===== config.mk =====
export PLATFORM = sky130hd
export DESIGN_NAME = lfkd_ram
export DESIGN_NICKNAME = d
export VERILOG_FILES = /design/src/hdl/lfkd_ram.sv
export SDC_FILE = /design/constraint.sdc
export NUM_CORES = 1
export LEC_CHECK = 0
export BUFFER_PORTS_ARGS = -buffer_cell sky130_fd_sc_hd__buf_2
export CAP_MARGIN = 20
export CORE_MARGIN = 2
export CORE_UTILIZATION = 60
export CTS_BUF_LIST = sky130_fd_sc_hd__clkbuf_16
export DETAILED_ROUTE_END_ITERATION = 10
export PLACE_DENSITY = 0.89
export SYNTH_ARGS = -nofsm -noshare
export SYNTH_HDL_FRONTEND = slang
export SYNTH_SLANG_ARGS = --single-unit

===== constraint.sdc =====
create_clock -name aclk -period 5.1 [get_ports aclk]
set_input_delay 1.02 -clock aclk [delete_from_list [all_inputs] [get_ports aclk]]
set_output_delay 1.02 -clock aclk [all_outputs]
set_load 0.01 [all_outputs]

===== src/hdl/lfkd_ram.sv =====
`timescale 1ns / 1ps
// ----------------------------------------------------------------------------
// lfkd_ram: generic single-write, single-read memory
// One write port and one read port, read data registered.
// ----------------------------------------------------------------------------
module lfkd_ram #(
    parameter int WIDTH = 8,
    parameter int DEPTH = 16
) (
    input  logic                                     aclk,
    input  logic                                     we,
    input  logic [((DEPTH > 1) ? $clog2(DEPTH) : 1)-1:0] waddr,
    input  logic [WIDTH-1:0]                         wdata,
    input  logic [((DEPTH > 1) ? $clog2(DEPTH) : 1)-1:0] raddr,
    output logic [WIDTH-1:0]                         rdata
);

    logic [WIDTH-1:0] mem [DEPTH];

    // write port and registered read
    always_ff @(posedge aclk) begin
        if (we) begin
            mem[waddr] <= wdata;
        end
        rdata <= mem[raddr];
    end

endmodule


Yosys cells after proc, flatten, opt, wreduce, memory -nomap -nowiden
Memory sizes are Yosys's and may differ from the RTL's. A register that Yosys moved wholly into a read port is not among the register bits.
Index checks and enable logic that the tools add are counted.
{ "totals": {"memories": 1, "regBits": 0, "ram_bits": 128} }
{ "op_classes": {"mux": 2} }
{ "memory_table": {"columns": ["name", "words", "word_bits", "read_ports", "rd_ports_with_merged_regs", "wr", "line", "rtl"], "rows": [
  ["mem", 16, 8, 1, 1, 1, "18", "logic [WIDTH-1:0] mem [DEPTH];"]
]} }
{ "op_table": {"columns": ["op", "count"], "rows": [
  ["$mux W1", 2]
]} }

Longest topological paths before layout
Gate-level depths: netlist (run 1).
{ "depth": {"ltp_word": 2, "mapped_depth": 5, "depth_no_buf": 3} }

Least setup slack after synthesis (run 1)
OpenSTA, ideal clock, no wires.
{ "synth_timing": {"path_kind": "input to register", "start": "input port waddr[2] in the netlist's numbering", "end": "memory mem[0][0] (enable)", "arrival_ns": 2.130, "stages": 2, "setup_ns": 0.383, "path_slack_ns": 2.587, "t_required_ns": 4.717, "cell_sequence": "or3b_2 > nor3_1"} }
{ "synth_rtl": {"columns": ["item", "line", "rtl"], "rows": [
  ["start, declared", "12", "input logic [((DEPTH > 1) ? $clog2(DEPTH) : 1)-1:0] waddr,"],
  ["end, declared", "18", null]
]} }
No word-level cell before the write port.

==> flow_metrics.tcl, run 1 <==
set metrics [dict create \
    status "complete, no violations" \
    max_cap_violations 0 \
    synth-seq-area-share 0.778 \
    relSlewSlack 0.320 \
    ys_types 19 \
    finalMaxSlewViolations 0 \
    r2r_slack_ps 3610 \
    finalCriticalPeriod_ps 2630 \
    syn_area_per_cell_sq_um 22.5 \
    cp_max_fo 32 \
    cts_resized 0 \
    power.leakage_uw 0.00201 \
    rr_endpoint "rdata[4]" \
    start_util 0.623 \
    cts_tree "yes" \
    fp.coreArea_sq_um 8260 \
    clk_pin_slew_ps 60 \
    syn_nets 247 \
    combPwrFrac 0.044 \
    hold_viol_final 0 \
    hp-start "mem[12][2]" \
    gp_congestion 0.746 \
    synth_cells 229 \
    synth_top_cells_by_count "128 x edfxtp_1, 18 x mux4_2, 16 x a22oi_1, 14 x mux4_1, 13 x nor2_1" \
    die_area_sq_um 9340 \
    hpwl_mm 5.80 \
    area.growth.synth_to_final_pct 15.3 \
    port_buffers 25 \
    cts_htree_levels 4 \
    antenna_found_initial 1 \
    numCtsBuffers 17 \
    firstDrtPassIters 6 \
    r2r-start "mem[9][4]" \
    skew_ps 8.63 \
    cp-end-kind "flop" \
    yosys.area.top_type "edfxtp_1" \
    synth-main-ff-cell "edfxtp_1" \
    p_switching_uw 519 \
    power.density_nw_per_um2 434 \
    drt_iter0_drc 249 \
    grt_util_all_layers 0.229 \
    via_count 2482 \
    die_width_um 96.6 \
    synth.cell_area_sq_um 5150 \
    power.share.switching 0.202 \
    synthTopCellsByArea "edfxtp_1 75%, mux4_2 7.9%, mux4_1 7.1%" \
    cp.arrival_ps 2910 \
    finalSetupViolations 0 \
    yosys_warnings 0 \
    drive_gt1_frac 0.275 \
    synthArstFlopShare 0 \
    clkPwrFrac 0.468 \
    final_antenna_net_count 0 \
    slowest_delay_ps 760 \
    max_slew.worst_pin.slew_ps 1020 \
    wl_per_cell_um 25.9 \
    ir_drop_mv 0.314 \
    grt_max_degree 33 \
    worstSetupStartpointType "input port" \
    hold_buffers 0 \
    postCtsSetupRepairBufs 0 \
    die_y_um 96.6 \
    p_int_uw 2060 \
    crit_required_ps 5380 \
    max_freq_mhz 380 \
    grt_first_pass_wirelength_mm 15.1 \
    numClockSinks 136 \
    synth_edf_count 128 \
    whs_endpoint "rdata[2]" \
    rr_worst_depth 3 \
    timing_worst_setup_path_type "in2reg" \
    synth_top_area_frac 0.747 \
    p_seq_frac 0.489 \
    yosysMostFrequentCell "edfxtp_1" \
    grt-ovfl-total 0 \
    root_buffer "clkbuf_16" \
    dpl-instance-area_sq_um 5350 \
    critPathSlowestCell "buf_2" \
    min_path_cells 3 \
    finalCritPeriodShare 0.516 \
    crit_chain "buf_2, mux4_1, a22oi_1, nand2_1" \
    rows 33 \
    vias_per_cell 6.43 \
    final_nets 285 \
    clk_latency_ps 410 \
    synth_seq_cells 136 \
    stdcell_area_sq_um 5940 \
    hp-class "reg2reg" \
    startpoint "raddr[0]" \
    rsz0062_at_grt "false" \
    io-pin-count 26 \
    holdWs_ps 679 \
    drc 0 \
    grt_pass1_vias 2508 \
    routed_wl_mm 10.0 \
    tns_ps 0 \
    clockBufferDepth 2 \
]
## worst max-delay path: cells and delay by family
family / cells / cell delay, ps
simple gates: 1 / 100
mux: 1 / 670
compound gates: 1 / 350
buf+inv: 1 / 760
## metal layers
layer	vias to the layer above	global-route usage	routed length, um
li1	1061	-	-
met1	1270	0.317	4080
met2	133	0.345	5060
met3	18	0.0723	702
met4	0	0.0964	158
met5	-	0	0
## layout by cell type (no fill, tap or decap), types with 3 or more instances in the layout
master and instances:
buf_2 26, nor2_1 13, bufinv_16 3, clkinv_4 3, dfxtp_1 8, buf_4 3, clkinv_2 4, edfxtp_1 128
mux4_2 18, a22oi_1 16, mux4_1 14, nand2_1 9, nor3_1 4, clkbuf_16 17
## metrics by stage
step	util	setup WS [ps]	std cells	power [uW]
after global placement	0.647	2090	352	1380
after global routing	0.718	2370	385	2640
after detailed placement	0.647	2070	353	1390
final	0.719	2470	386	2570
after CTS	0.718	2470	385	2580
after floorplan	-	2590	229	1350
## worst max path at each step
stage,depth (start not counted),endpoint
after floorplan,2,mem[0][0]
after global placement,4,rdata[3]
after detailed placement,4,rdata[3]
after CTS,4,rdata[3]
after global routing,4,rdata[3]
final,4,rdata[4]
## registers in the layout, indices dropped and copies added, names as in the netlist
register  cells
mem         128
rdata         8
## cells by family (layout without fill, tap and decap cells)
group | Yosys count | in the layout | synth area share
flops | 136 | 136 | 0.778
simple gates | 35 | 35 | 0.0318
mux | 32 | 32 | 0.150
compound gates | 16 | 16 | 0.0233
buf+inv | 10 | 61 | 0.0168
other cells | 0 | 1 | 0
## power groups by stage
stage / clock network (uW) / logic [uW] / registers [uW]
after global routing: 1260 / 121 / 1260
after detailed placement: 0 / 110 / 1280
after CTS: 1210 / 113 / 1260
final: 1200 / 112 / 1260
after floorplan: 0 / 63.4 / 1280
after global placement: 0 / 105 / 1280
## layout make-up
| class | instances | area (sq um) |
|---|---|---|
| sequential | 136 | 4000 |
| fill | 488 | 2320 |
| timing repair buffer | 29 | 153 |
| clock inverter | 15 | 163 |
| clock buffer | 17 | 425 |
| antenna | 1 | 2.50 |
| tap | 105 | 131 |
| multi-input combinational | 83 | 1060 |
Note: power is estimated with default switching activity, not from simulation.
==> inputs of run 2 (changes only) <==
--- a/config.mk
+++ b/config.mk
@@ -5,6 +5,7 @@
 export SDC_FILE = /design/constraint.sdc
 export NUM_CORES = 1
 export LEC_CHECK = 0
+export ABC_AREA = 1
 export BUFFER_PORTS_ARGS = -buffer_cell sky130_fd_sc_hd__buf_2
 export CAP_MARGIN = 20
 export CORE_MARGIN = 2
==> constraint.sdc (replaced) <==
create_clock -name aclk -period 2.62 [get_ports aclk]
set_input_delay 0.524 -clock aclk [delete_from_list [all_inputs] [get_ports aclk]]
set_output_delay 0.524 -clock aclk [all_outputs]
set_load 0.01 [all_outputs]
==> run 2 against run 1 <==
Non-clock buffer count up 2. Cell area up 9.6%. Utilization down 1.8 points. Synthesized cell count up 140%. Register-to-register slack worse by 2200 ps. Sequential power up 94%. Critical path type unchanged. Worst hold slack worse by 210 ps. Flip-flop and latch count unchanged. Clock power up 92%. Clock skew down 3.5 ps. Synthesized area up 12%.
==> flow_metrics.tcl, run 2 <==
set metrics [dict create \
    drc 0 \
    start_util 0.621 \
    min_path_cells 3 \
    via_count 4033 \
    port_buffers 25 \
    status "complete, no violations" \
    postCtsSetupRepairBufs 0 \
    grt_util_all_layers 0.290 \
    synth_compound_area_frac 0 \
    die_area_sq_um 10400 \
    gp_congestion 0.884 \
    grt_max_degree 36 \
    drt_iter0_drc 472 \
    max_freq_mhz 636 \
    top_regs "mem x128, rdata x8" \
    yosysMostFrequentCell "nand2_1" \
    clockBufferDepth 2 \
    rsz0062_at_grt "false" \
    muxShareOfSynthArea 0 \
    largest_register "mem" \
    final_common_cell "nand2_1" \
    whs_endpoint "rdata[3]" \
    synth_xor_area_frac 0 \
    wl_per_cell_um 19.0 \
    synth_cells 551 \
    die_y_um 102 \
    synth-simple-area-share 0.210 \
    max_cap_violations 0 \
    synthTopCellsByArea "edfxtp_1 67%, nand2_1 11%, nand3_1 8.4%" \
    timing_worst_setup_path_type "in2reg" \
    synth_top_family_by_area "simple AND/OR/NAND/NOR gates" \
    largest_reg_flops 128 \
    routed_wl_mm 13.7 \
    root_buffer "clkbuf_16" \
    power.density_nw_per_um2 776 \
    syn_nets 569 \
    numClockSinks 136 \
    skew_ps 5.13 \
    area.growth.synth_to_final_pct 12.8 \
    synth_seq_cells 136 \
    synth-seq-area-share 0.694 \
    relSlewSlack 0.432 \
    synth.cell_area_sq_um 5770 \
    power.leakage_uw 0.00282 \
    slowest_delay_ps 700 \
    rr_endpoint "rdata[3]" \
    ys_types 12 \
    synth-main-ff-cell "edfxtp_1" \
    drive_gt1_frac 0.108 \
    tns_ps 0 \
    finalCriticalPeriod_ps 1570 \
    antenna_found_initial 1 \
    final_nets 595 \
    hp-start "raddr[3]" \
    numCtsBuffers 17 \
    cp_max_fo 8 \
    p_total_uw 5050 \
    vias_per_cell 5.61 \
    io-pin-count 26 \
    synth_top_cells_by_count "173 x nand2_1, 128 x edfxtp_1, 100 x inv_1, 97 x nand3_1, 17 x nor2_1" \
    crit_chain "buf_2, nand3b_1, nor2_1" \
    worstSetupStartpointType "input port" \
    grt_first_pass_wirelength_mm 21.5 \
    cts_tree "yes" \
    finalSetupViolations 0 \
    critPathSlowestCell "nor2_1" \
    fp.coreArea_sq_um 9280 \
    grt_pass1_vias 4042 \
    layout_common_cells "173 x nand2_1, 128 x edfxtp_1, 100 x inv_1" \
    max_slew.worst_pin.slew_ps 848 \
    final_antenna_net_count 0 \
    hp-class "in2reg" \
    cp.arrival_ps 1610 \
    cp-end-kind "flop" \
    r2r-start "mem[1][3]" \
    synth_edf_count 128 \
    synth-adder-area-share 0 \
    synth_top_area_frac 0.667 \
    clk_pin_slew_ps 60 \
    cts_htree_levels 4 \
    ir_drop_mv 0.689 \
    yosys.area.top_type "edfxtp_1" \
    rows 35 \
    syn_area_per_cell_sq_um 10.5 \
    nFillCells 593 \
    cts_resized 0 \
    finalCritPeriodShare 0.600 \
    die_width_um 102 \
    crit_required_ps 2660 \
    finalMaxSlewViolations 0 \
    hold_viol_final 0 \
    firstDrtPassIters 6 \
    synthArstFlopShare 0 \
    r2r_slack_ps 1440 \
    rr_worst_depth 6 \
    diodes 0 \
    hold_buffers 0 \
    clk_latency_ps 420 \
    yosys_warnings 0 \
    hpwl_mm 7.95 \
    grt-ovfl-total 0 \
]
[run 2: report_power, final]
part	internal [uW]	switching, uW
logic	79.8	225
registers	2430	13.7
clock network	1400	903
total	3910	1140
[run 2: routing by layer]
metal  wire length, um  global-route usage
met3              1710              0.0917
met1              4680               0.362
met2              6650               0.451
met5                10                   0
met4               611               0.168
[run 2: stage by stage]
stage	instance area [sq um]	setup WS (ps)	hold WS, ps	instances	utilization
2_1_floorplan	5770	1150	607	551	-
3_3_place_gp	5930	788	675	687	0.639
3_5_place_dp	5930	723	675	687	0.639
4_1_cts	6510	1100	452	719	0.701
5_1_grt	6510	1000	495	719	0.701
6_report	6510	1050	467	719	0.701
[run 2: cell families (layout without fill, tap and decap cells)]
| family | count (synthesis) | count (layout) |
|---|---|---|
| flip-flops | 136 | 136 |
| buffers and inverters | 126 | 165 |
| AND/OR/NAND/NOR | 289 | 289 |
[run 2: worst max-delay path, delay by kind of cell]
family / cells / cell delay, ps
AND/OR/NAND/NOR: 2 / 960
buffers and inverters: 1 / 120
[run 2: cell type report]
type	instances	area, sq um	share of cell area
inverter	102	383	0.0588
sequential	136	4000	0.615
clock inverter	15	150	0.0231
multi-input combinational	289	1210	0.187
timing repair buffer	31	170	0.0261
tap	129	161	0.0248
clock buffer	17	425	0.0654
[run 2: worst max-delay path by stage]
| stage | endpoint | start | slack (ps) | cells past startpoint |
|---|---|---|---|---|
| CTS | mem[4][2] | waddr[3] | 1100 | 3 |
| finish | mem[4][2] | waddr[3] | 1050 | 3 |
| floorplan | mem[10][0] | waddr[2] | 1150 | 2 |
| global placement | mem[7][1] | waddr[3] | 790 | 3 |
| global route | mem[4][2] | waddr[3] | 1000 | 3 |
| detailed placement | mem[7][5] | waddr[3] | 720 | 3 |
==> inputs of run 3 (changes only) <==
--- a/config.mk
+++ b/config.mk
@@ -9,10 +9,10 @@
 export BUFFER_PORTS_ARGS = -buffer_cell sky130_fd_sc_hd__buf_2
 export CAP_MARGIN = 20
 export CORE_MARGIN = 2
-export CORE_UTILIZATION = 60
+export CORE_UTILIZATION = 55
 export CTS_BUF_LIST = sky130_fd_sc_hd__clkbuf_16
 export DETAILED_ROUTE_END_ITERATION = 10
-export PLACE_DENSITY = 0.89
+export PLACE_DENSITY = 0.86
 export SYNTH_ARGS = -nofsm -noshare
 export SYNTH_HDL_FRONTEND = slang
 export SYNTH_SLANG_ARGS = --single-unit
==> constraint.sdc (replaced) <==
create_clock -name aclk -period 1.3 [get_ports aclk]
set_input_delay 0.26 -clock aclk [delete_from_list [all_inputs] [get_ports aclk]]
set_output_delay 0.26 -clock aclk [all_outputs]
set_load 0.01 [all_outputs]
==> run 3 against run 2 <==
Die area is 8.7% higher. Flip-flop and latch count stayed put. Cell count is 3.9% higher. Sequential power is 100% higher. Largest power group unchanged.
==> flow_metrics.tcl, run 3 (synthesis results as in run 2) <==
set metrics [dict create \
    status "complete, no violations" \
    grt_max_degree 65 \
    max_slew.worst_pin.slew_ps 407 \
    final_common_cell "nand2_1" \
    hpwl_mm 8.14 \
    top_regs "mem x128, rdata x8" \
    numCtsBuffers 17 \
    numClockSinks 136 \
    cts_tree "yes" \
    finalMaxSlewViolations 0 \
    cp_max_fo 1 \
    grt_pass1_vias 4088 \
    routed_wl_mm 13.8 \
    largest_register "mem" \
    grtUsageMet3 0.0619 \
    r2r-start "mem[9][4]" \
    final_nets 616 \
    crit_required_ps 1040 \
    p_int_uw 8090 \
    grt_util_all_layers 0.264 \
    grt_first_pass_wirelength_mm 21.9 \
    top_usage_layer "met2" \
    max_cap_violations 0 \
    power.leakage_uw 0.00296 \
    dpl-instance-area_sq_um 6160 \
    io-pin-count 26 \
    p_seq_frac 0.477 \
    stdcell_area_sq_um 6750 \
    nFillCells 679 \
    diodes 0 \
    die_area_sq_um 11300 \
    rsz0062_at_grt "false" \
    min_path_cells 1 \
    relSlewSlack 0.729 \
    rr_worst_depth 6 \
    grt-ovfl-total 0 \
    max_freq_mhz 859 \
    vias_per_cell 5.57 \
    root_buffer "clkbuf_16" \
    die_y_um 106 \
    die_width_um 106 \
    port_buffers 25 \
    power.share.switching 0.219 \
    worstSetupStartpointType "flop" \
    area.growth.synth_to_final_pct 17.0 \
    wl_per_cell_um 18.5 \
    fin_cells 747 \
    cp-end-kind "output port" \
    power.density_nw_per_um2 1530 \
    clk_latency_ps 420 \
    hp-class "in2reg" \
    cts_resized 0 \
    drt_iter0_drc 573 \
    use_met2 0.419 \
    drive_gt1_frac 0.133 \
    fp.coreArea_sq_um 10200 \
    finalCriticalPeriod_ps 1160 \
    ir_drop_mv 0.893 \
    tns_ps 0 \
    grt_util_met1 0.342 \
    place_inst 715 \
    start_util 0.564 \
    hold_buffers 0 \
    holdWs_ps 263 \
    antenna_found_initial 0 \
    cpLargestDelayFamily "flip-flops" \
    cp.arrival_ps 900 \
    via_count 4160 \
    slowest_delay_ps 340 \
    firstDrtPassIters 7 \
    crit_chain "buf_2" \
    clk_pin_slew_ps 60 \
    layout_common_cells "173 x nand2_1, 128 x edfxtp_1, 102 x inv_1" \
    rr_endpoint "rdata[4]" \
    gp_congestion 0.833 \
    largest_reg_flops 128 \
    rows 37 \
    worst-path-buf-inv 1 \
    finalSetupViolations 0 \
    final_antenna_net_count 0 \
    timing_worst_setup_path_type "reg2out" \
    critPathSlowestCell "dfxtp_1" \
    hold_viol_final 0 \
    p_switching_uw 2260 \
    r2r_slack_ps 210 \
    postCtsSetupRepairBufs 0 \
    finalCritPeriodShare 0.896 \
    cts_htree_levels 4 \
    clockBufferDepth 2 \
    combPwrFrac 0.063 \
    clkPwrFrac 0.460 \
    hp-start "wdata[1]" \
    whs_endpoint "mem[1][1]" \
    drc 0 \
    skew_ps 6.33 \
]
==> run 3: area by class of cell <==
cell class	instances	area [sq um]	area share
Tap cell	136	170	0.0252
Multi-Input combinational cell	289	1210	0.180
Inverter	102	383	0.0567
Clock buffer	17	425	0.0630
Timing Repair Buffer	52	390	0.0579
Clock inverter	15	161	0.0239
Sequential cell	136	4000	0.593
==> run 3: worst reg2reg max path, cell delays in order, from the launching register on <==
cell and delay (ps):
edfxtp_1 360, inv_1 80, nand2_1 60, nand3_1 100, nand3_1 130, nand3_1 180
nand2_1 70
==> run 3: power groups by stage <==
stage | sequential, uW | combinational [uW] | clock, uW
after floorplan | 5030 | 346 | 0
after global placement | 5020 | 597 | 0
after detailed placement | 5020 | 627 | 0
after CTS | 4930 | 644 | 4780
after global routing | 4940 | 708 | 4950
final | 4930 | 656 | 4760
==> run 3: worst max-delay path by stage <==
stage	from	end	slack, ps	cells after the start
2_1_floorplan	waddr[3]	mem[4][0]	90	2
3_3_place_gp	raddr[0]	rdata[1]	8	8
3_5_place_dp	raddr[0]	rdata[2]	-20	7
4_1_cts	rdata[3]	rdata[3]	110	1
5_1_grt	rdata[4]	rdata[4]	110	1
6_report	rdata[4]	rdata[4]	140	1
==> run 3: metal layers <==
metal,routed length (um),up-vias
met5,0,-
met4,614,0
met3,1490,70
met2,6660,322
met1,5070,1901
li1,-,1867
==> run 3: per-stage QoR <==
| step | total power, uW | setup slack (ps) | utilization |
|---|---|---|---|
| 3_5_place_dp | 5650 | -22.7 | 0.602 |
| 4_1_cts | 10400 | 111 | 0.660 |
| 6_report | 10300 | 135 | 0.660 |
| 5_1_grt | 10600 | 108 | 0.660 |
| 2_1_floorplan | 5380 | 89.2 | - |
| 3_3_place_gp | 5620 | 7.95 | 0.602 |
