<file path="config.mk">
export PLATFORM = sky130hd
export DESIGN_NAME = lfkd_modmul
export DESIGN_NICKNAME = d
export VERILOG_FILES = /design/src/hdl/lfkd_pkg.sv /design/src/hdl/lfkd_modmul.sv
export SDC_FILE = /design/constraint.sdc
export NUM_CORES = 1
export LEC_CHECK = 0
export BUFFER_PORTS_ARGS = -buffer_cell sky130_fd_sc_hd__buf_2
export CORE_ASPECT_RATIO = 1.1
export CORE_UTILIZATION = 45
export CTS_CLUSTER_SIZE = 28
export DETAILED_ROUTE_END_ITERATION = 10
export GPL_TIMING_DRIVEN = 0
export SYNTH_ARGS = -nofsm -noshare
export SYNTH_HDL_FRONTEND = slang
export SYNTH_SLANG_ARGS = --single-unit
</file>
<file path="constraint.sdc">
create_clock -name aclk -period 7.35 [get_ports aclk]
set_clock_uncertainty 0.05 [all_clocks]
set_input_delay 0.3675 -clock aclk [delete_from_list [all_inputs] [get_ports aclk]]
set_output_delay 0.3675 -clock aclk [all_outputs]
set_load 0.02 [all_outputs]
</file>
<file path="src/hdl/lfkd_pkg.sv">
`timescale 1ns / 1ps
// ----------------------------------------------------------------------------
// lfkd_pkg: shared types and constants for the lagged fibonacci decryptor
// Holds the sequencer state types, the multiply-modulo unit request and
// response types, and the fixed-point constants of the generator.
// ----------------------------------------------------------------------------
package lfkd_pkg;

    // default keystream length
    localparam int KEY_PERIOD_DEF = 1000;

    // lag table geometry
    localparam int LAG_LEN = 97;
    localparam int LAG_AW  = 7;
    localparam int FRAC_W  = 24;
    localparam logic [LAG_AW-1:0] LAG_A_INIT = 7'd96;
    localparam logic [LAG_AW-1:0] LAG_B_INIT = 7'd32;
    localparam logic [LAG_AW-1:0] LAG_LAST   = 7'd96;

    // offset sequence, fractions in units of 2^-24
    localparam logic [FRAC_W-1:0] OFFSET_INIT = 24'd362436;
    localparam logic [FRAC_W-1:0] OFFSET_STEP = 24'd7654321;
    localparam logic [FRAC_W-1:0] OFFSET_WRAP = 24'd9122892;  // modulus minus step

    // key
    localparam int KEY_LOW_W  = 64;
    localparam int KEY_HIGH_W = 32;
    localparam int KEY_W      = KEY_LOW_W + KEY_HIGH_W;

    // seeding generator
    localparam logic [7:0] SEED_LCG_MUL = 8'd53;
    localparam logic [4:0] SEED_BIT_LAST = 5'd23;
    localparam logic [1:0] SEED_INIT_LAST = 2'd3;

    // reduction steps of the shared unit
    localparam logic [1:0] MM_STEP_QUOT = 2'd0;
    localparam logic [1:0] MM_STEP_BACK = 2'd1;
    localparam logic [1:0] MM_STEP_FIX  = 2'd2;

    // configuration register indexes
    localparam logic CFG_KEY_LOW  = 1'b0;
    localparam logic CFG_KEY_HIGH = 1'b1;

    // request kinds on tuser
    localparam logic ACT_RESTART = 1'b0;
    localparam logic ACT_DECRYPT = 1'b1;

    // modulus selection of the shared unit
    typedef enum logic [2:0] {
        MM_RAW,
        MM_177,
        MM_168,
        MM_179,
        MM_169
    } mm_mod_t;

    typedef struct packed {
        logic       start;
        logic [7:0] x;
        logic [7:0] y;
        logic       z;
        mm_mod_t    sel;
    } mm_req_t;

    typedef struct packed {
        logic        done;
        logic [15:0] result;
    } mm_rsp_t;

    // lag table writes from the seeder
    typedef struct packed {
        logic              we;
        logic [LAG_AW-1:0] addr;
        logic [FRAC_W-1:0] data;
        logic              done;
    } seed_wr_t;

    typedef enum logic [3:0] {
        SD_IDLE,
        SD_INIT_LO,
        SD_INIT_LO_W,
        SD_INIT_HI,
        SD_INIT_HI_W,
        SD_P,
        SD_P_W,
        SD_M,
        SD_M_W,
        SD_D,
        SD_D_W,
        SD_B,
        SD_B_W
    } seed_state_t;

    typedef enum logic [2:0] {
        ST_IDLE,
        ST_SEED,
        ST_DRAW_A,
        ST_DRAW_B,
        ST_DRAW_W,
        ST_DRAW_K,
        ST_DEC
    } main_state_t;

    function automatic logic [7:0] mod_value(input mm_mod_t sel);
        logic [7:0] v;
        case (sel)
            MM_177:  v = 8'd177;
            MM_168:  v = 8'd168;
            MM_179:  v = 8'd179;
            MM_169:  v = 8'd169;
            MM_RAW:  v = 8'd0;
            default: v = 8'd0;
        endcase
        return v;
    endfunction

    // floor(2^24 / N) for the quotient estimate
    function automatic logic [16:0] recip_value(input mm_mod_t sel);
        logic [16:0] v;
        case (sel)
            MM_177:  v = 17'd94786;
            MM_168:  v = 17'd99864;
            MM_179:  v = 17'd93727;
            MM_169:  v = 17'd99273;
            MM_RAW:  v = 17'd0;
            default: v = 17'd0;
        endcase
        return v;
    endfunction

endpackage

</file>
<file path="src/hdl/lfkd_modmul.sv">
`timescale 1ns / 1ps
// ----------------------------------------------------------------------------
// lfkd_modmul: shared multiply-modulo unit
// Computes (x * y + z) mod N for the seeding generators: a registered
// multiply, then a reciprocal quotient estimate, a multiply-back subtract
// and one correcting subtract; raw mode returns x * y + z unreduced.
// ----------------------------------------------------------------------------
module lfkd_modmul (
    input  logic              aclk,
    input  logic              aresetn,
    input  lfkd_pkg::mm_req_t req,
    output lfkd_pkg::mm_rsp_t rsp
);

    logic        busy_reg;
    logic        done_reg;
    logic        raw_reg;
    logic [1:0]  step_reg;
    logic [15:0] prod_reg;
    logic [15:0] rem_reg;
    logic [8:0]  quot_reg;
    logic [7:0]  mod_reg;
    logic [16:0] recip_reg;
    logic [15:0] prod;
    logic [7:0]  mod_sel;
    logic        start_raw;
    logic [32:0] quot_full;
    logic [16:0] back_full;

    // product plus carry-in, max 65026
    assign prod      = ({8'd0, req.x} * {8'd0, req.y}) + {15'd0, req.z};
    assign mod_sel   = lfkd_pkg::mod_value(req.sel);
    assign start_raw = (req.sel == lfkd_pkg::MM_RAW);

    // quotient estimate is exact or one low, bits 32 to 24 of the product
    assign quot_full = {17'd0, prod_reg} * {16'd0, recip_reg};
    // quotient times modulus never exceeds the product
    assign back_full = {8'd0, quot_reg} * {9'd0, mod_reg};

    // control
    always_ff @(posedge aclk) begin
        if (!aresetn) begin
            busy_reg <= 1'b0;
            done_reg <= 1'b0;
            step_reg <= lfkd_pkg::MM_STEP_QUOT;
        end else begin
            done_reg <= 1'b0;
            if (req.start) begin
                step_reg <= lfkd_pkg::MM_STEP_QUOT;
                if (start_raw) begin
                    done_reg <= 1'b1;
                end else begin
                    busy_reg <= 1'b1;
                end
            end else if (busy_reg) begin
                if (step_reg == lfkd_pkg::MM_STEP_FIX) begin
                    busy_reg <= 1'b0;
                    done_reg <= 1'b1;
                end else begin
                    step_reg <= step_reg + 2'd1;
                end
            end
        end
    end

    // datapath: quotient, multiply back, one correction
    always_ff @(posedge aclk) begin
        if (req.start) begin
            prod_reg  <= prod;
            rem_reg   <= prod;
            mod_reg   <= mod_sel;
            recip_reg <= lfkd_pkg::recip_value(req.sel);
            raw_reg   <= start_raw;
        end else if (busy_reg) begin
            case (step_reg)
                lfkd_pkg::MM_STEP_QUOT: quot_reg <= quot_full[32:24];
                lfkd_pkg::MM_STEP_BACK: rem_reg  <= prod_reg - back_full[15:0];
                lfkd_pkg::MM_STEP_FIX: begin
                    if (rem_reg >= {8'd0, mod_reg}) begin
                        rem_reg <= rem_reg - {8'd0, mod_reg};
                    end
                end
                default: quot_reg <= quot_reg;
            endcase
        end
    end

    assign rsp.done   = done_reg;
    assign rsp.result = rem_reg;

    // a reduced result is below its modulus
    a_rem_below_mod: assert property (@(posedge aclk) disable iff (!aresetn)
        (done_reg && !raw_reg) |-> (rem_reg < {8'd0, mod_reg}))
        else $error("modmul result not reduced");

    // no new request while a reduction runs
    a_no_start_busy: assert property (@(posedge aclk) disable iff (!aresetn)
        req.start |-> !busy_reg)
        else $error("modmul started while busy");

    // a reduction ends after its last step
    a_busy_ends: assert property (@(posedge aclk) disable iff (!aresetn)
        (busy_reg && step_reg == lfkd_pkg::MM_STEP_FIX) |=> (done_reg && !busy_reg))
        else $error("modmul reduction did not finish");

endmodule

</file>
==> After elaboration in Yosys (flattened, before gate mapping) <==
Cells that the tools add are included.
{ "classes": {"n_addsub": 4, "n_mul": 3, "order_cmp": 1, "eq_ne": 8, "n_mux": 14, "bitwise": 3, "reduce_logical": 8} }
{ "op_table": {"columns": ["cell", "count"], "rows": [
  ["one-hot mux 17 bit (4 select lines)", 1],
  ["two-way mux 16 bit", 3],
  ["multiplier 16 x 17 -> 33 bit", 1],
  ["one-hot mux 16 bit (2 select lines)", 1],
  ["one-hot mux 8 bit (4 select lines)", 1],
  ["adder 16 x 1 -> 16 bit", 1],
  [">= comparator 16 x 8 -> 1 bit", 1],
  ["multiplier 8 x 8 -> 16 bit", 1],
  ["multiplier 9 x 8 -> 16 bit", 1],
  ["subtractor 16 bit", 1],
  ["subtractor 16 x 8 -> 16 bit", 1],
  ["two-way mux 1 bit", 8],
  ["== test 3 x 2 -> 1 bit (second input constant)", 2],
  ["AND reduction 3 bit", 2],
  ["== test 3 x 1 -> 1 bit (second input constant)", 1],
  ["== test 3 bit (second input constant)", 1],
  ["zero test 3 bit", 1],
  ["inequality test 3 x 2 -> 1 bit (second input constant)", 1],
  ["inverter 1 bit", 3],
  ["nonzero test 3 bit", 1],
  ["adder 2 x 1 -> 2 bit (second input constant)", 1],
  ["== test 2 x 1 -> 1 bit (second input constant)", 1],
  ["== test 2 bit (second input constant)", 1],
  ["zero test 2 bit", 1],
  ["4 further kinds", 4]
]} }
{ "totals": {"register_bits": 70, "in_bits": 23, "out_inout_bits": 17, "elab_cells": 49} }

==> Depth between registers and ports, before layout <==
Gate-level depths: netlist of the first run.
{ "depth": {"ltp_word": 5, "mapped_depth": 24, "mapped_depth_nobuf": 23} }

==> Worst setup path after synthesis of the first run <==
OpenSTA, ideal clock, no wires.
{ "synth_timing": {"path_kind": "register to register", "from": "register prod_reg[3]", "to": "register quot_reg[8], data pin", "setup_time_ns": 0.265, "t_arrival_ns": 5.560, "required_ns": 7.035, "setup_slack_ns": 1.475, "stages_incl_launch_ff": 20, "n_path_buf": 1, "cell_sequence": "edfxtp_1 clkbuf_1 and2_1 fa_1 inv_1 fa_1 fa_1 fa_1 inv_1 fa_1 fa_1 ha_1 a211oi_1 o21ai_0 a221oi_1 o21ai_1 o2111ai_1 nand2_1 a221oi_1 xnor2_1"} }
{ "synth_via": {"elab_chain_len": 1} }
{ "synth_rtl": {"columns": ["item", "line", "text"], "rows": [
  ["from (decl)", "lfkd_modmul.sv:19", "logic [15:0] prod_reg;"],
  ["from (signal assigned)", "lfkd_modmul.sv:69", "prod_reg <= prod;"],
  ["multiplier 16 x 17 -> 33 bit", "lfkd_modmul.sv:36", "assign quot_full = {17'd0, prod_reg} * {16'd0, recip_reg};"],
  ["named net quot_full[32]", "lfkd_modmul.sv:27", "logic [32:0] quot_full;"],
  ["to (signal assigned)", "lfkd_modmul.sv:76", "lfkd_pkg::MM_STEP_QUOT: quot_reg <= quot_full[32:24];"],
  ["to (signal assigned)", "lfkd_modmul.sv:83", "default: quot_reg <= quot_reg;"],
  ["to (decl)", "lfkd_modmul.sv:21", "logic [8:0] quot_reg;"]
]} }
The timed path passes the listed nets, and every way through them passes these cells.
A chain may end at the register's enable or synchronous reset.

==> Worst setup path in the final report of the first run <==
{ "layout_timing": {"from": "register prod_reg[10]", "to": "register quot_reg[8], data pin"} }
Same word-level chain as after synthesis.

==> flow_metrics.env, run 1 <==
export IMPL_detailed_place_hpwl_mm=32.8
export IMPL_ctsLongestPathBuffers=2
export IMPL_ant_nets=0
export IMPL_path_buf_inv=3
export IMPL_hold_viol_final=0
export IMPL_die_w_um=175
export IMPL_drtIter0Drc=478
export IMPL_clk_latency_ps=300
export IMPL_antenna_found_initial=1
export IMPL_core_area_mm2=0.0324
export IMPL_cp_cell_sequence="inv_1 -> nor2_1 -> fa_1 -> fa_1 -> inv_1 -> fa_1 -> fa_1 -> fa_1 -> inv_1 -> ha_1 -> ha_1 -> nand2_1 -> a2111oi_0 -> a221oi_1 -> o21ai_2 -> o2111ai_1 -> nand2_1 -> a221oi_1 -> xnor2_1"
export IMPL_yosysWarnings=0
export IMPL_slew_headroom_pct=38.3
export IMPL_cts_htree_levels=2
export IMPL_register_area_mm2=0.00164
export IMPL_cts_root_buffer="clkbuf_16"
export IMPL_fmax_ghz=0.142
export IMPL_rows=69
export IMPL_crit_required_ps=7340
export IMPL_tightest_slew_ps=926
export IMPL_routed_via_density=5.11
export IMPL_cp_max_fo=9
export IMPL_crit_path_top_delay_cell="edfxtp_1"
export IMPL_grt_setup_unrepaired="false"
export IMPL_synth_distinct_cells=64
export IMPL_status="finished clean"
export IMPL_io_pins=40
export IMPL_start_util_pct=45.8
export IMPL_async_flop_share_pct=0
export IMPL_postLayoutCoreUtil_pct=48.5
export IMPL_crit_path_end_kind="register"
export IMPL_layout_drive_gt1_share_pct=4.34
export IMPL_final_cell_mix="inv_1 (412), fa_1 (262), ha_1 (220)"
export IMPL_ys_ff_latch=56
export IMPL_period_share_pct=95.9
export IMPL_layout_commonest_cell="inv_1"
export IMPL_via_count=10540
export IMPL_reg2reg_depth=19
export IMPL_min_path_type="primary input to register"
export IMPL_synth_edff_count=52
export IMPL_worstPathArrival_ps=7040
export IMPL_multi_input_area_mm2=0.0115
export IMPL_clkTransAtPathRegs_ps=80
export IMPL_fillCellCount=3191
export IMPL_final_cells=2062
export IMPL_avgSynthCellArea_um2=9.31
export IMPL_fin_setup_tns_ps=0
export IMPL_setup_viol=0
export IMPL_wl_per_cell_um=18.1
export IMPL_finalWirelength_mm=37.4
export IMPL_drc=0
export IMPL_netlist_area_mm2=0.0148
export IMPL_cpMostUsedCell="fa_1"
export IMPL_dr_pass1_iters=5
export IMPL_cts_tree="yes"
export IMPL_crit_type="register to register"
export IMPL_cpLargestDelayFamily="adder cells"
export IMPL_die_h_um=192
export IMPL_grt_pass1_wl_mm=60.0
export IMPL_grt_max_degree=31
export IMPL_gp_congestion=0.961
export IMPL_slew_viol_final=0
export IMPL_start_kind="register"
export IMPL_ys_seq_area_share_pct=11.1
export IMPL_post_cts_buffers=0
export IMPL_die_area_mm2=0.0336
export IMPL_hold_depth=2
export IMPL_ys_flop_type="edfxtp_1"
export IMPL_slowest_delay_ps=780
export IMPL_syn_inst=1591
export IMPL_period_minus_slack_ps=7050
export IMPL_drv_cap=0
export IMPL_gr_usage_all_layers_pct=23.4
export IMPL_overflow=0
export IMPL_numPortBuffers=38
export IMPL_synthesis_nets=2096
export IMPL_cts_sinks=56
export IMPL_cp_num_cells=19
export IMPL_first_global_vias=11228
export IMPL_placedCellCount=2056
export IMPL_final_nets=2139
export IMPL_cts_buffers=5
export IMPL_syn2layout_area_growth_pct=6.10
==> worst paths after layout <==
check	start	endpoint	slack (ps)
min reg2reg	busy_reg$_SDFFE_PN0P_	busy_reg$_SDFFE_PN0P_	460
max	prod_reg[10]$_DFFE_PP_	quot_reg[8]$_DFFE_PP_	300
min	aresetn	done_reg$_SDFF_PN0_	260
max reg2reg	prod_reg[10]$_DFFE_PP_	quot_reg[8]$_DFFE_PP_	300
==> cells in the mapped netlist, types with 5 or more instances <==
library cell  instances  area [um2]
a211oi_1              8        60.1
a21o_1               12        90.1
a21oi_1              40         200
and2_1              137         857
and3_1                6        37.5
clkbuf_1             36         135
edfxtp_1             52        1560
fa_1                262        5250
ha_1                220        2750
inv_1               412        1550
nand2_1             147         552
nand2b_1              8        50.1
nand3_1               6        30.0
nand4_1               6        37.5
nor2_1               48         180
nor2b_1               8        50.1
nor3_1               11        55.1
nor4_1                5        31.3
o211ai_1              5        37.5
o21a_1                8        60.1
o21ai_0              27         135
o21ai_1               6        30.0
o31ai_1               7        52.6
xnor2_1              30         263
xor2_1               17         149
==> timing repair <==
action / in CTS / in global routing
hold buffers: 0 / 0
resized for setup: 1 / 16
setup endpoints to repair: 3 / 6
gates cloned: 0 / 0
==> stage by stage <==
| stage | hold WS, ps | cell area [um2] | setup WS [ps] |
|---|---|---|---|
| global route | 268 | 15700 | 19.6 |
| CTS | 256 | 15700 | 79.9 |
| detailed placement | 444 | 15500 | -122 |
| floorplan | 418 | 14800 | 1470 |
| finish | 258 | 15700 | 304 |
| global placement | 444 | 15500 | -96.7 |
==> area by class of cell <==
type | instances | share of cell area (%)
diodes | 1 | 0.0159
inverters | 413 | 9.86
multi-input cells | 1084 | 73.0
well taps | 426 | 3.39
plain buffers | 35 | 0.923
flip-flops and latches | 56 | 10.4
clock inverters | 3 | 0.271
repair buffers | 39 | 1.26
clock buffers | 5 | 0.796
==> metal layers <==
layer | global-route usage [%] | wire length (um)
met5 | 0 | 0
met4 | 7.89 | 1280
met3 | 2.17 | 1560
met2 | 41.3 | 18400
met1 | 30.2 | 16100
==> kinds of logic after synthesis <==
kind of cell,Yosys count,share of synthesized area [%]
adder cells (fa/ha/maj),482,54.0
flip-flops,56,11.1
AO/OA/AOI/OAI,150,6.68
buffers and inverters,451,11.5
AND/OR/NAND/NOR,399,13.6
XOR/XNOR,47,2.78
multiplexers,6,0.439
Power of run 1 is left out: the tool's default activity adds up to more than one toggle a clock period on the data nets, which glitch-free logic cannot reach.
==> run 2: changes to the inputs <==
SETUP_SLACK_MARGIN = 0.5   (was unset)
==> run 2 against run 1 <==
Against the previous run:
- routed wire length is essentially flat
- first-iteration DRC count grew 4.4%
- sequential share of layout area shrank 0.10 points
- count of clock-buffer cells in the layout is the same
- worst hold slack gained 0.67 ps
==> flow_metrics.env, run 2 (synthesis results as in run 1) <==
export IMPL_grt_setup_unrepaired="false"
export IMPL_first_global_vias=11234
export IMPL_endpoint="quot_reg[8]$_DFFE_PP_"
export IMPL_period_minus_slack_ps=6580
export IMPL_status="finished clean"
export IMPL_drc=0
export IMPL_gr_usage_all_layers_pct=23.4
export IMPL_overflow=0
export IMPL_antenna_found_initial=1
export IMPL_cts_root_buffer="clkbuf_16"
export IMPL_gp_congestion=0.961
export IMPL_cp_max_fo=10
export IMPL_hold_viol_final=0
export IMPL_final_cell_mix="inv_1 (412), fa_1 (262), ha_1 (220)"
export IMPL_cts_tree="yes"
export IMPL_ant_nets=0
export IMPL_tightest_slew_ps=876
export IMPL_dr_pass1_iters=5
export IMPL_crit_path_start="recip_reg[8]$_DFFE_PP_"
export IMPL_core_area_mm2=0.0324
export IMPL_die_area_mm2=0.0336
export IMPL_final_nets=2151
export IMPL_die_h_um=192
export IMPL_cts_sinks=56
export IMPL_ctsLongestPathBuffers=2
export IMPL_setup_viol=0
export IMPL_grt_pass1_wl_mm=60.1
export IMPL_clk_latency_ps=300
export IMPL_grt_max_degree=31
export IMPL_postCtsHoldBufs=0
export IMPL_crit_type="register to register"
export IMPL_r2r_end="quot_reg[8]$_DFFE_PP_"
export IMPL_clkTransAtPathRegs_ps=80
export IMPL_drtIter0Drc=499
export IMPL_io_pins=40
export IMPL_routed_via_density=5.11
export IMPL_fmax_ghz=0.152
export IMPL_layout_commonest_cell="inv_1"
export IMPL_r2r_setup_slack_ps=770
export IMPL_reg2reg_depth=21
export IMPL_rows=69
export IMPL_worstPathArrival_ps=6580
export IMPL_drv_cap=0
export IMPL_period_share_pct=89.5
export IMPL_cts_htree_levels=2
export IMPL_hp_start="aresetn"
export IMPL_numPortBuffers=38
export IMPL_start_util_pct=45.8
export IMPL_layout_drive_gt1_share_pct=6.25
export IMPL_die_w_um=175
export IMPL_slew_headroom_pct=41.6
export IMPL_fin_setup_tns_ps=0
export IMPL_detailed_place_hpwl_mm=32.8
export IMPL_min_path_type="primary input to register"
export IMPL_wl_per_cell_um=18.0
export IMPL_crit_required_ps=7350
export IMPL_finalWirelength_mm=37.4
export IMPL_via_count=10597
export IMPL_crit_path_end_kind="register"
export IMPL_r2r_start="recip_reg[8]$_DFFE_PP_"
export IMPL_cts_buffers=5
export IMPL_syn2layout_area_growth_pct=7.14
export IMPL_slew_viol_final=0
export IMPL_start_kind="register"
[run 2: changes by cell type in the layout (fill, tap and decap cells not counted), moves of 4 or more]
| cell | previous run | this run |
|---|---|---|
| nor2_2 | 0 | 4 |
| nor2_1 | 48 | 44 |
| clkbuf_1 | 25 | 15 |
| clkbuf_4 | 0 | 4 |
| clkbuf_2 | 8 | 15 |
| buf_4 | 2 | 10 |
[run 2: worst min path at each step]
stage	to	cells past startpoint
after global placement	busy_reg$_SDFFE_PN0P_	2
after floorplan	busy_reg$_SDFFE_PN0P_	2
after global routing	done_reg$_SDFF_PN0_	2
final	done_reg$_SDFF_PN0_	2
after detailed placement	busy_reg$_SDFFE_PN0P_	2
after CTS	done_reg$_SDFF_PN0_	2
[run 2: critical path, cell delays in order (launching register included)]
cell       delay, ps
edfxtp_1         540
clkbuf_2         300
nand2_1          160
inv_1             70
fa_1             530
inv_1             50
fa_1             460
fa_1             520
fa_1             550
inv_1             50
fa_1             490
fa_1             420
ha_1             310
a211oi_1         270
o21ai_0          180
a221oi_2         350
o21ai_2          120
buf_12           160
o2111ai_1        220
nand2_1          130
a221oi_2         280
xnor2_1          130
[run 2: cell type report]
| cell class | count | area (um2) |
|---|---|---|
| clock inverters | 3 | 42.5 |
| inverters | 413 | 1550 |
| fillers | 3181 | 16500 |
| well taps | 426 | 533 |
| repair buffers | 48 | 278 |
| plain buffers | 38 | 183 |
| multi-input cells | 1084 | 11500 |
| clock buffers | 5 | 125 |
| flip-flops and latches | 56 | 1640 |
| diodes | 1 | 2.50 |
[run 2: metal layers]
layer / track usage (%) / vias up / wire length [um]
li1: - / 5023 / -
met1: 30.2 / 5305 / 16200
met2: 41.3 / 215 / 18400
met3: 2.19 / 54 / 1550
met4: 7.89 / 0 / 1270
met5: 0 / - / 0
[run 2: timing repair]
action                     in CTS  in global routing
setup endpoints to repair       7                  6
buffers inserted                1                  8
pin swaps                       2                  1
resized for setup              20                 26
[run 2: metrics by stage]
stage	cells	util [%]	hold WS [ps]	cell area [um2]	worst slack, ps
2_1_floorplan	1591	-	418	14800	1470
3_3_place_gp	2055	48.0	444	15500	-96.7
3_5_place_dp	2056	48.0	444	15500	-122
4_1_cts	2065	48.7	256	15800	546
5_1_grt	2073	49.0	268	15900	507
6_report	2074	49.0	259	15900	769
Power of run 2 is left out for the same reason.
